===== config.mk =====
export PLATFORM = sky130hd
export DESIGN_NAME = gou_front
export DESIGN_NICKNAME = d
export VERILOG_FILES = /design/src/rtl/gou_pkg.sv /design/src/rtl/gou_front.sv
export SDC_FILE = /design/constraint.sdc
export NUM_CORES = 1
export LEC_CHECK = 0
export BUFFER_PORTS_ARGS = -buffer_cell sky130_fd_sc_hd__buf_2
export CAP_MARGIN = 20
export CORE_MARGIN = 3
export CORE_UTILIZATION = 51
export CTS_CLUSTER_SIZE = 28
export DETAILED_ROUTE_END_ITERATION = 6
export GPL_TIMING_DRIVEN = 0
export PLACE_DENSITY = 0.89
export SYNTH_ARGS = -nofsm -noshare
export SYNTH_HDL_FRONTEND = slang
export SYNTH_SLANG_ARGS = --single-unit

===== constraint.sdc =====
create_clock -name clk -period 4.7 [get_ports clk]
set_input_delay 1.175 -clock clk [delete_from_list [all_inputs] [get_ports clk]]
set_output_delay 1.175 -clock clk [all_outputs]
set_load 0.005 [all_outputs]

===== src/rtl/gou_pkg.sv =====
package gou_pkg;

    localparam int FRAC_BITS  = 16;
    localparam int DATA_W     = 32;
    localparam int IDX_W      = 12;
    localparam int S_DATA_W   = 48;
    localparam int CFG_IDX_W  = 3;
    localparam int CFG_DATA_W = 16;
    localparam int SUM_W      = 50;

    localparam logic [CFG_IDX_W-1:0] CFG_MODE   = 3'd0;
    localparam logic [CFG_IDX_W-1:0] CFG_STEP   = 3'd1;
    localparam logic [CFG_IDX_W-1:0] CFG_FIRST  = 3'd2;
    localparam logic [CFG_IDX_W-1:0] CFG_SECOND = 3'd3;
    localparam logic [CFG_IDX_W-1:0] CFG_EPS    = 3'd4;

    localparam logic [2:0] MODE_DESCENT  = 3'd0;
    localparam logic [2:0] MODE_MOMENTUM = 3'd1;
    localparam logic [2:0] MODE_ADAGRAD  = 3'd2;
    localparam logic [2:0] MODE_RMSPROP  = 3'd3;
    localparam logic [2:0] MODE_ADAM     = 3'd4;

    typedef enum logic [2:0] {
        K_NONE,
        K_DESCENT,
        K_MOMENTUM,
        K_ADAGRAD,
        K_RMSPROP,
        K_ADAM,
        K_LOOK_MOM,
        K_LOOK_ADAM
    } kind_t;

    typedef struct packed {
        logic [2:0]  mode;
        logic [15:0] step_size;
        logic [15:0] first_decay;
        logic [15:0] second_decay;
        logic [15:0] epsilon_term;
    } cfg_t;

    typedef struct packed {
        kind_t                    kind;
        logic [IDX_W-1:0]         param_index;
        logic signed [DATA_W-1:0] gradient;
    } item_t;

    function automatic logic [DATA_W-1:0] mag32(input logic [DATA_W-1:0] x);
        return x[DATA_W-1] ? (~x + 32'd1) : x;
    endfunction

    // shift right by 16 rounding half away from zero, then clip to 32 bits
    // returns {clipped, value}
    function automatic logic [DATA_W:0] rnd_sat(input logic [SUM_W-1:0] x);
        logic [SUM_W-1:0] mag;
        logic [SUM_W-1:0] r;
        logic [SUM_W-1:0] neg;
        mag = x[SUM_W-1] ? (~x + 50'd1) : x;
        r   = (mag + 50'd32768) >> 16;
        neg = 50'd0 - r;
        if (x[SUM_W-1])
        begin
            if (r > 50'h0_0000_8000_0000)
                return {1'b1, 32'h8000_0000};
            return {1'b0, neg[DATA_W-1:0]};
        end
        if (r > 50'h0_0000_7FFF_FFFF)
            return {1'b1, 32'h7FFF_FFFF};
        return {1'b0, r[DATA_W-1:0]};
    endfunction

    function automatic logic [DATA_W:0] neg_sat(input logic [DATA_W-1:0] x);
        if (x == 32'h8000_0000)
            return {1'b1, 32'h7FFF_FFFF};
        return {1'b0, 32'd0 - x};
    endfunction

endpackage


===== src/rtl/gou_front.sv =====
module gou_front
(
    input  logic                           clk,
    input  logic                           rst_n,
    input  logic                           s_tvalid,
    output logic                           s_tready,
    input  logic [gou_pkg::S_DATA_W-1:0]   s_tdata,   // param_index[11:0], gradient[43:12]
    input  logic [0:0]                     s_tuser,   // op
    input  logic [2:0]                     mode,
    input  logic                           clearing,
    output logic                           q_valid,
    output gou_pkg::item_t                 q_item,
    input  logic                           q_pop
);

    gou_pkg::item_t fifo_reg [2];
    logic           wr_ptr_reg, wr_ptr_next;
    logic           rd_ptr_reg, rd_ptr_next;
    logic [1:0]     cnt_reg, cnt_next;
    logic           push;
    gou_pkg::kind_t kind;

    always_comb
    begin
        kind = gou_pkg::K_NONE;
        if (s_tuser[0])
        begin
            case (mode)
                gou_pkg::MODE_MOMENTUM: kind = gou_pkg::K_LOOK_MOM;
                gou_pkg::MODE_ADAM:     kind = gou_pkg::K_LOOK_ADAM;
                default:                kind = gou_pkg::K_NONE;
            endcase
        end
        else
        begin
            case (mode)
                gou_pkg::MODE_DESCENT:  kind = gou_pkg::K_DESCENT;
                gou_pkg::MODE_MOMENTUM: kind = gou_pkg::K_MOMENTUM;
                gou_pkg::MODE_ADAGRAD:  kind = gou_pkg::K_ADAGRAD;
                gou_pkg::MODE_RMSPROP:  kind = gou_pkg::K_RMSPROP;
                gou_pkg::MODE_ADAM:     kind = gou_pkg::K_ADAM;
                default:                kind = gou_pkg::K_NONE;
            endcase
        end
    end

    assign s_tready = (cnt_reg != 2'd2) && !clearing;
    assign push     = s_tvalid && s_tready;
    assign q_valid  = (cnt_reg != 2'd0);
    assign q_item   = fifo_reg[rd_ptr_reg];

    always_comb
    begin
        wr_ptr_next = wr_ptr_reg;
        rd_ptr_next = rd_ptr_reg;
        cnt_next    = cnt_reg;
        if (push)
            wr_ptr_next = ~wr_ptr_reg;
        if (q_pop)
            rd_ptr_next = ~rd_ptr_reg;
        if (push && !q_pop)
            cnt_next = cnt_reg + 2'd1;
        else if (!push && q_pop)
            cnt_next = cnt_reg - 2'd1;
    end

    always_ff @(posedge clk or negedge rst_n)
    begin
        if (!rst_n)
        begin
            wr_ptr_reg <= 1'b0;
            rd_ptr_reg <= 1'b0;
            cnt_reg    <= 2'd0;
        end
        else
        begin
            wr_ptr_reg <= wr_ptr_next;
            rd_ptr_reg <= rd_ptr_next;
            cnt_reg    <= cnt_next;
        end
    end

    always_ff @(posedge clk)
    begin
        if (push)
        begin
            fifo_reg[wr_ptr_reg].kind        <= kind;
            fifo_reg[wr_ptr_reg].param_index <= s_tdata[11:0];
            fifo_reg[wr_ptr_reg].gradient    <= s_tdata[43:12];
        end
    end

endmodule


* After elaboration in Yosys (flattened, before gate mapping)
Memory sizes are Yosys's and may differ from the RTL's.
Index checks and enable logic that the tools add are counted.
Widths: inputs -> output; s select.
** Cells by class
- Add/sub/neg operators :: 2
- Eq/ne operators :: 5
- Multiplexer cells :: 7
- Bitwise logic cells :: 2
- Reduce and logical (&&, ||, !) cells :: 10
** Operators by type and width (number)
- $pmux 3 s5 :: 1
- $eq 3x2->1 const B :: 2
- $pmux 3 s2 :: 1
- $logic_and 1x1->1 :: 4
- $mux 2 :: 2
- $reduce_bool 2->1 :: 2
- $eq 3x1->1 const B :: 1
- $eq 3x3->1 const B :: 1
- $logic_not 1->1 :: 3
- $logic_not 3->1 :: 1
- $mux 3 :: 1
- $add 2x1->2 const B :: 1
- $mux 1 :: 2
- $ne 2x2->1 const B :: 1
- $not 1->1 :: 2
- $sub 2x1->2 const B :: 1
** Storage, ports and cells
- Flip-flop bits (word level) :: 4
- Bits in writable memories :: 94
- Input port bits :: 57
- Output and inout bits :: 49
- Logic and storage cells :: 30
- Memories kept :: 1
** Memory list
- fifo_reg :: words 2, width 47, rd ports 1, clocked after memory_dff 0, wr ports 1, RTL line gou_front.sv:16 : gou_pkg::item_t fifo_reg [2];

* Logic depth before layout (Yosys ltp)
Gate-level depths: netlist of run 1.
- Depth in word-level cells :: 7
- Depth in mapped cells :: 6
- Depth with buffers taken out :: 6

* Least setup slack after synthesis of run 1
No wires, ideal clock.
- Kind :: input to register
- Start :: input port clearing
- End :: memory fifo_reg[0][0] (netlist name), enable pin
- Library setup time :: 0.457 ns
- Data arrival time :: 3.550 ns
- Data required time :: 4.243 ns
- Slack :: 0.692 ns
- Cell stages on the path :: 2
- Path buffers :: 0
- Cell sequence :: nor3b_4 nor2b_1
** On the way
- Longest elaborated chain between the ends :: 5
** Ends and longest elaborated chain
- from (decl) :: RTL line gou_front.sv:10 : input logic clearing,
- $logic_not 1->1 :: RTL line gou_front.sv:47 : assign s_tready = (cnt_reg != 2'd2) && !clearing;
- $logic_and 1x1->1 :: RTL line gou_front.sv:47
- $logic_and 1x1->1 :: RTL line gou_front.sv:48 : assign push = s_tvalid && s_tready;
- $mux 1 :: RTL line gou_front.sv:85 : if (push)
- $mux 1 (implied by the code) :: RTL line gou_front.sv:89 : fifo_reg[wr_ptr_reg].gradient <= s_tdata[43:12];
- to (decl) :: RTL line gou_front.sv:16
No other way between the ends.

==> out/qor.yml, run 1 <==
whs_ns: 0.503
post-route-period-util_pct: 57.6
relSlewSlack_pct: 47.6
crit_fanout: 10
power.density_nw_per_um2: 500
irDropWorstVdd_v: 0.000311
grt_first_pass_wirelength_um: 9890
overflow: 0
syn_inst: 175
clock-sinks: 98
dp_hpwl_um: 4530
htreeDepth: 3
slew_violations: 0
leakagePower_nw: 1.78
largest_register_ffs: 94
crit_path_top_delay_cell: "dfrtp_1"
gp_congestion: 0.712
drc: 0
path_common_cell: "buf_6"
min_path_type: "flop to flop"
grt_max_degree: 25
synth.most_common_cell: "edfxtp_1"
antenna_left: 0
core-area_um2: 6940
numCtsBuffers: 9
path_class: "flop to primary output"
grt_pass1_vias: 2005
clk_latency_ns: 0.35
worstPathArrival_ns: 1.53
worst_slack_ns: 1.99
port_buffers: 101
synth_edf_count: 94
setup_viol_count_final: 0
finalHoldViolations: 0
synth_seq_cells: 98
critPathRequiredTime_ns: 3.52
worstPathCellList: "buf_6 -> buf_6 -> mux2_4 -> buf_2"
post_drt_wl_per_cell_um: 16.3
worst-slew-pin-transition_ns: 0.784
layout-drive-gt1-share_pct: 59.5
track_usage_pct: 15.5
pre_cts_slack_ns: 1.84
ctsHoldBuffers: 0
synth_top_area_share_pct: 75.4
cpLargestDelayFamily: "buffers and inverters"
synthFlopType: "edfxtp_1"
final_nets: 347
critical_path.startpoint: "rd_ptr_reg"
antenna_cells: 0
end_kind: "primary output"
cts_buffer_depth: 2
die-area_um2: 8410
clk_pin_slew_ns: 0.09
critPathMaxStageDelay_ns: 0.38
vias: 1959
synth_nets: 233
fmax_ghz: 0.370
maxCapViolCount: 0
start_util_pct: 53.9
yosysTopAreaCell: "edfxtp_1"
fillers: 490
synth_area_leaders: "edfxtp_1 75%, mux2_2 8.1%, mux2_4 8.0%, dfrtp_1 2.7%, xor2_1 0.94%"
min_from: "cnt_reg[1]"
clock_skew_ns: 0.00958
die_w_um: 91.7
syn_to_final_growth_pct: 23.1
cts_tree: "done"
boundaryPins: 106
drtIter0Drc: 89
netlist-cell-type-count: 22
post-cts-setup-buffer-count: 0
cts-root-buf: "clkbuf_8"
row_count: 30
syn_area_per_cell_um2: 21.4
p_total_mw: 2.30
fp.dieH_um: 91.7
rsz0062_at_grt: "false"
cp_num_buf_inv: 3
fin_crit_ns: 2.71
synth_common_cells: "94 x edfxtp_1, 27 x mux2_2, 20 x mux2_4"
tns_ns: 0
synthArstFlopShare_pct: 4.08
status: "finished clean"
detail_route.wirelength_um: 6360
drt_pass1_iterations: 4
via_per_inst: 5.02
synth-seq-area-share_pct: 78.0
synthesis.area_um2: 3740
antenna_found_initial: 0
synth_warnings: 0
start_kind: "flop"
cts.repair.resized: 0
rr_startpoint: "cnt_reg[1]"
-- layout by cell type, fill, tap and decap left out, types with 2 or more instances in the layout --
| master | Yosys | routed |
|---|---|---|
| nor2b_1 | 4 | 3 |
| mux2_2 | 27 | 27 |
| mux2_4 | 20 | 20 |
| xor2_1 | 4 | 4 |
| a21oi_1 | 2 | 2 |
| edfxtp_1 | 94 | 94 |
| clkinvlp_4 | 0 | 3 |
| clkbuf_8 | 0 | 9 |
| buf_16 | 0 | 2 |
| inv_6 | 0 | 2 |
| buf_6 | 3 | 3 |
| nor2_1 | 3 | 3 |
| dfrtp_1 | 4 | 4 |
| buf_2 | 2 | 103 |
-- per-stage QoR --
step / cell area [um2] / instances / utilization [%]
floorplan: 3740 / 175 / -
global placement: 4370 / 372 / 62.9
detailed placement: 4430 / 374 / 63.9
CTS: 4610 / 390 / 66.4
global route: 4610 / 390 / 66.4
finish: 4610 / 390 / 66.4
-- cell type report --
| cell class | count | area, um2 | share of cell area (%) |
|---|---|---|---|
| clock buffer | 10 | 128 | 2.77 |
| timing repair buffer | 103 | 561 | 12.2 |
| multi-input combinational | 71 | 783 | 17.0 |
| tap | 96 | 120 | 2.61 |
| clock inverter | 6 | 48.8 | 1.06 |
| inverter | 1 | 3.75 | 0.0814 |
| sequential | 98 | 2920 | 63.4 |
| buffer | 5 | 43.8 | 0.950 |
-- worst paths after layout --
kind	endpoint	slack, ns	cells after the start
max	q_item[33]	1.99	4
min	cnt_reg[1]	0.50	1
max reg2reg	fifo_reg[0][36]	2.58	4
min reg2reg	cnt_reg[1]	0.50	1
max in group asynchronous	wr_ptr_reg	3.95	1
min in group asynchronous	cnt_reg[1]	0.62	1
-- routing by layer --
metal  GRT usage (%)  part of all wire [%]  up-vias
li1                -                     -      905
met1            18.9                    41      967
met2            26.6                    51       80
met3            3.28                   5.9        7
met4            6.93                   1.5        0
met5               0                     0        -
-- power by group --
group          internal, mW  leakage [nW]  switching, mW
logic                 0.389         0.792          0.307
registers              1.09         0.906         0.0423
clock network         0.197        0.0795          0.278
total                  1.68          1.78          0.627
-- kinds of logic (layout without fill, tap and decap cells) --
group                    Yosys count  in the layout  synth area share [%]
XOR/XNOR                           5              5                  1.17
AND/OR/NAND/NOR                   13             13                  2.27
flip-flops                        98             98                  78.0
multiplexers                      47             47                  16.1
adder cells (fa/ha/maj)            1              1                 0.334
buffers and inverters              6            125                  1.27
AO/OA/AOI/OAI                      5              5                 0.769
Power figures use the tool's default switching activity.
==> run 2: changes to the inputs <==
clock period = 2.6 ns   (was 4.7 ns; I/O delays follow)
==> run 2 against run 1 <==
First-iteration DRC count down 26%. Power up 81%. Worst hold slack worse by 0.41 ns. Sequential power up 81%. Critical path depth unchanged. Combinational power up 77%. Sequential share of layout area up 0.069 points. Clock skew down 0.0014 ns. Routed wire length down 4.6%. Critical endpoint is now q_item[31]. Non-clock buffer count unchanged. Final area down 0.11%. Via count down 1.4%.
==> out/qor.yml, run 2 (synthesis results as in run 1) <==
crit_path_top_delay_cell: "dfrtp_1"  # unchanged
antenna_found_initial: 0  # unchanged
syn_to_final_growth_pct: 23.0  # was 23.1%
row_count: 30  # unchanged
clock-sinks: 98  # unchanged
die_w_um: 91.7  # unchanged
track_usage_pct: 15.2  # was 15.5%
grt_first_pass_wirelength_um: 9700  # was 9890 um
power.density_nw_per_um2: 904  # was 500 nW/um2
post-route-period-util_pct: 84.2
htreeDepth: 3  # unchanged
gp_congestion: 0.678  # was 0.712
r2r_cells: 4  # unchanged
clk_latency_ns: 0.35  # about the same
worstPathArrival_ns: 1.54  # was 1.53 ns
cts-root-buf: "clkbuf_8"  # unchanged
post-route-util_pct: 66.3  # was 66.4%
core-area_um2: 6940  # unchanged
grt_max_degree: 34  # was 25
grt_pass1_vias: 2011  # was 2005
dpl_cell_area_um2: 4420  # was 4430 um2
layout-drive-gt1-share_pct: 59.9  # was 59.5%
layout_commonest_cell: "buf_2"  # unchanged
finalHoldViolations: 0  # unchanged
maxCapViolCount: 0  # unchanged
dp_hpwl_um: 4300  # was 4530 um
start_util_pct: 53.9  # unchanged
clk_pin_slew_ns: 0.09  # about the same
critPathMaxStageDelay_ns: 0.38  # about the same
clock_skew_ns: 0.00813  # was 0.00958 ns
critPathRequiredTime_ns: 1.95  # was 3.52 ns
path_common_cell: "buf_6"  # unchanged
final_nets: 347  # unchanged
worst-slew-pin-transition_ns: 0.555  # was 0.784 ns
antenna_left: 0  # unchanged
ctsHoldBuffers: 0  # unchanged
port_buffers: 101  # unchanged
irDropWorstVdd_v: 0.000513  # was 0.000311 V
p_total_mw: 4.17  # was 2.30 mW
cts.repair.resized: 0  # unchanged
fin_crit_ns: 2.19
numCtsBuffers: 9  # unchanged
status: "finished clean"  # unchanged
final_cell_mix: "103 x buf_2, 94 x edfxtp_1, 27 x mux2_2"  # unchanged
drtIter0Drc: 66  # was 89
drc: 0  # unchanged
fillers: 496  # was 490
overflow: 0  # unchanged
worstPathCellList: "buf_6 -> buf_6 -> mux2_4 -> buf_2"  # unchanged
largest_register_ffs: 94  # unchanged
cts_buffer_depth: 2  # unchanged
min_path_type: "input pin to asynchronous set/reset pin"  # was flop to flop
seqCellArea_um2: 2920  # unchanged
post_drt_wl_per_cell_um: 15.6  # was 16.3 um
path_class: "flop to primary output"  # unchanged
detail_route.wirelength_um: 6070  # was 6360 um
drt_pass1_iterations: 4  # unchanged
relSlewSlack_pct: 62.9  # was 47.6%
rsz0062_at_grt: "false"  # unchanged
end_kind: "primary output"  # unchanged
slew_violations: 0  # unchanged
setup_viol_count_final: 0  # unchanged
leakagePower_nw: 1.78  # about the same
post-cts-setup-buffer-count: 0  # unchanged
vias: 1931  # was 1959
fmax_ghz: 0.457
cts_tree: "done"  # unchanged
multi_input_area_um2: 783  # unchanged
fp.dieH_um: 91.7  # unchanged
die-area_um2: 8410  # unchanged
antenna_cells: 0  # unchanged
start_kind: "flop"  # unchanged
boundaryPins: 106  # unchanged
crit_fanout: 10  # unchanged
via_per_inst: 4.95  # was 5.02
stdcell_area_um2: 4610  # about the same
## run 2: critical path, delay by kind of cell (launching register included)
family                 cells  cell delay, ns
multiplexers               1            0.32
flip-flops                 1            0.38
buffers and inverters      3            0.49
## run 2: area by class of cell
cell class	instances	share of cell area, %
clock buffer	9	2.69
timing repair buffer	103	11.8
sequential	98	63.5
clock inverter	7	1.36
inverter	1	0.0815
tap	96	2.61
multi-input combinational	71	17.0
buffer	5	0.951
## run 2: routing by layer
layer / global-route usage (%) / routed length (um)
met1: 18.4 / 2470
met2: 26.2 / 3150
met3: 4.35 / 384
met4: 4.83 / 68
met5: 0 / 0
## run 2: power breakdown
part / internal, mW / total (mW) / switching (mW)
sequential: 1.97 / 2.04 / 0.0743
clock: 0.364 / 0.891 / 0.527
combinational: 0.695 / 1.23 / 0.536
total: 3.03 / 4.17 / 1.14
## run 2: worst paths after layout
path	from	to	slack [ns]
setup / recovery	rd_ptr_reg	q_item[31]	0.41
hold / removal	rst_n	cnt_reg[0]	0.09
setup reg to reg	cnt_reg[1]	fifo_reg[0][12]	0.59
hold reg to reg	cnt_reg[1]	cnt_reg[1]	0.49
max in group asynchronous	rst_n	wr_ptr_reg	2.38
min in group clk	s_tdata[29]	fifo_reg[1][17]	0.48
## run 2: stage by stage
stage          setup slack (ns)  hold slack (ns)  instances  setup TNS, ns
3_5_place_dp              0.357            0.466        374              0
2_1_floorplan           0.00267            0.354        175              0
3_3_place_gp             -0.759            0.459        372         -62.51
5_1_grt                   0.329           0.0688        390              0
6_report                  0.412           0.0938        390              0
4_1_cts                   0.374           0.0792        390              0
==> run 3: changes to the inputs <==
CORE_UTILIZATION = 46   (was 51)
PLACE_DENSITY = 0.86   (was 0.89)
clock period = 1.76 ns   (was 2.6 ns; I/O delays follow)
==> run 3 against run 2 <==
The flow now finishes with violations (setup timing). Critical path type unchanged. Sequential power is 50% higher. Sequential share of layout area shrank 4.7 points. Final cell count increased by 3.8%. Non-clock buffer count increased by 5. Sequential cell count is the same. Combinational power grew 95%. Count of clock-buffer cells in the layout did not move. Clock power increased by 75%. Power rose by 68%. Global-route usage fell by 1.1 points. Critical path depth is the same. Register-to-register slack worse by 0.59 ns.
==> out/qor.yml, run 3 (synthesis results as in run 1) <==
worst-slew-pin-transition_ns: 0.418  # was 0.555 ns
dp_cells: 379  # was 374
min_path_type: "input pin to flop"  # was input pin to asynchronous set/reset pin
start_kind: "flop"  # unchanged
gp_congestion: 0.596  # was 0.678
rsz0062_at_grt: "true"  # was false
cts_tree: "done"  # unchanged
setup_viol_count_final: 50  # was 0
clk_latency_ns: 0.35  # about the same
irDropWorstVdd_v: 0.000761  # was 0.000513 V
die-area_um2: 9260  # was 8410 um2
worstPathArrival_ns: 1.48  # was 1.54 ns
overflow: 0  # unchanged
port_buffers: 101  # unchanged
via_per_inst: 4.91  # was 4.95
cts-root-buf: "clkbuf_8"  # unchanged
htreeDepth: 3  # unchanged
drt_pass1_iterations: 3  # was 4
pre_cts_slack_ns: -0.487  # was 0.357 ns
numCtsBuffers: 9  # unchanged
clock_skew_ns: 0.00603  # was 0.00813 ns
power.density_nw_per_um2: 1410  # was 904 nW/um2
r2r_cells: 4  # unchanged
clk_pin_slew_ns: 0.09  # about the same
rr_endpoint: "fifo_reg[0][34]"  # was fifo_reg[0][12]
cts_buffer_depth: 2  # unchanged
violations: "setup timing"
die_w_um: 96.2  # was 91.7 um
grt_pass1_vias: 2041  # was 2011
crit_fanout: 10  # unchanged
maxCapViolCount: 0  # unchanged
post_drt_wl_per_cell_um: 16.4  # was 15.6 um
final_nets: 356  # was 347
fin_crit_ns: 1.92
rr_startpoint: "cnt_reg[1]"  # unchanged
hold_depth: 1
core-area_um2: 7810  # was 6940 um2
finalHoldViolations: 0  # unchanged
whs_ns: 0.273  # was 0.0938 ns
grt_max_degree: 48  # was 34
fp.dieH_um: 96.2  # was 91.7 um
fin_cells: 405  # was 390
critical_path.startpoint: "rd_ptr_reg"  # unchanged
hold-path-endpoint: "fifo_reg[1][32]"
status: "complete, but fails checks"  # was finished clean
min_from: "s_tdata[0]"
antenna_left: 0  # unchanged
layout_commonest_cell: "edfxtp_1"  # was buf_2
detail_route.wirelength_um: 6630  # was 6070 um
clock-sinks: 98  # unchanged
antenna_found_initial: 0  # unchanged
boundaryPins: 106  # unchanged
critPathRequiredTime_ns: 1.32  # was 1.95 ns
row_count: 32  # was 30
track_usage_pct: 14.1  # was 15.2%
fmax_ghz: 0.520
final_cell_mix: "94 x edfxtp_1, 74 x buf_2, 29 x buf_6"  # was 103 x buf_2, 94 x edfxtp_1, 27 x mux2_2
r2r_slack_ns: 0  # was 0.59 ns
path_class: "flop to primary output"  # unchanged
layout-drive-gt1-share_pct: 61.1  # was 59.9%
leakagePower_nw: 1.95  # was 1.78 nW
largest_register_ffs: 94  # unchanged
grt_first_pass_wirelength_um: 9630  # was 9700 um
vias: 1987  # was 1931
slew_violations: 0  # unchanged
dp_hpwl_um: 4150  # was 4300 um
syn_to_final_growth_pct: 32.9  # was 23.0%
start_util_pct: 48.0  # was 53.9%
end_kind: "primary output"  # unchanged
worst_slack_ns: -0.164  # was 0.412 ns
relSlewSlack_pct: 72.1  # was 62.9%
post-route-period-util_pct: 109
antenna_cells: 0  # unchanged
drtIter0Drc: 69  # was 66
post-route-util_pct: 63.8  # was 66.3%
drc: 0  # unchanged
## run 3: power breakdown
group | total (mW) | switching, mW | leakage, nW | internal (mW)
registers | 3.05 | 0.142 | 0.905 | 2.91
logic | 2.40 | 0.922 | 0.936 | 1.48
clock network | 1.56 | 0.751 | 0.106 | 0.812
## run 3: area by class of cell
cell class	instances	area, um2
clock buffers	9	124
clock inverters	7	101
flip-flops and latches	98	2920
inverters	1	3.75
plain buffers	5	66.3
repair buffers	108	776
multi-input cells	75	856
well taps	102	128
fillers	583	2830
## run 3: stage by stage
stage	power [mW]	setup TNS, ns	area, um2
final	7.02	-5.86	4980
after global routing	7.38	-11.20	4980
after CTS	6.98	-14.98	4900
after detailed placement	4.95	-37.05	4420
after global placement	4.87	-48.34	4390
after floorplan	4.25	-12.92	3760
## run 3: layer usage
layer  vias to the layer above  track usage, %  share of wire [%]
met5                         -               0                  0
met4                         0            4.74               0.51
met3                         4            4.22                5.9
met2                        62            25.6                 55
met1                       988            15.5                 38
li1                        933               -                  -
## run 3: worst max-delay path: stages (launching register included)
cell and delay (ns):
dfrtp_1 0.41, buf_6 0.15, buf_12 0.15, mux2_4 0.30, buf_6 0.12
## run 3: worst max path at each step
stage,cells after the start,endpoint
2_1_floorplan,3,fifo_reg[0][0]
3_3_place_gp,3,fifo_reg[0][34]
3_5_place_dp,3,fifo_reg[1][32]
4_1_cts,4,q_item[22]
5_1_grt,4,q_item[23]
6_report,4,q_item[22]
## run 3: repair_timing
action | in CTS | in global routing
pin swaps | 1 | 1
gates cloned | 1 | 3
hold buffers | 1 | 0
setup buffers | 4 | 1
hold endpoints to repair | 4 | 0
gates resized for setup | 36 | 12
endpoints found under the setup margin | 141 | 106
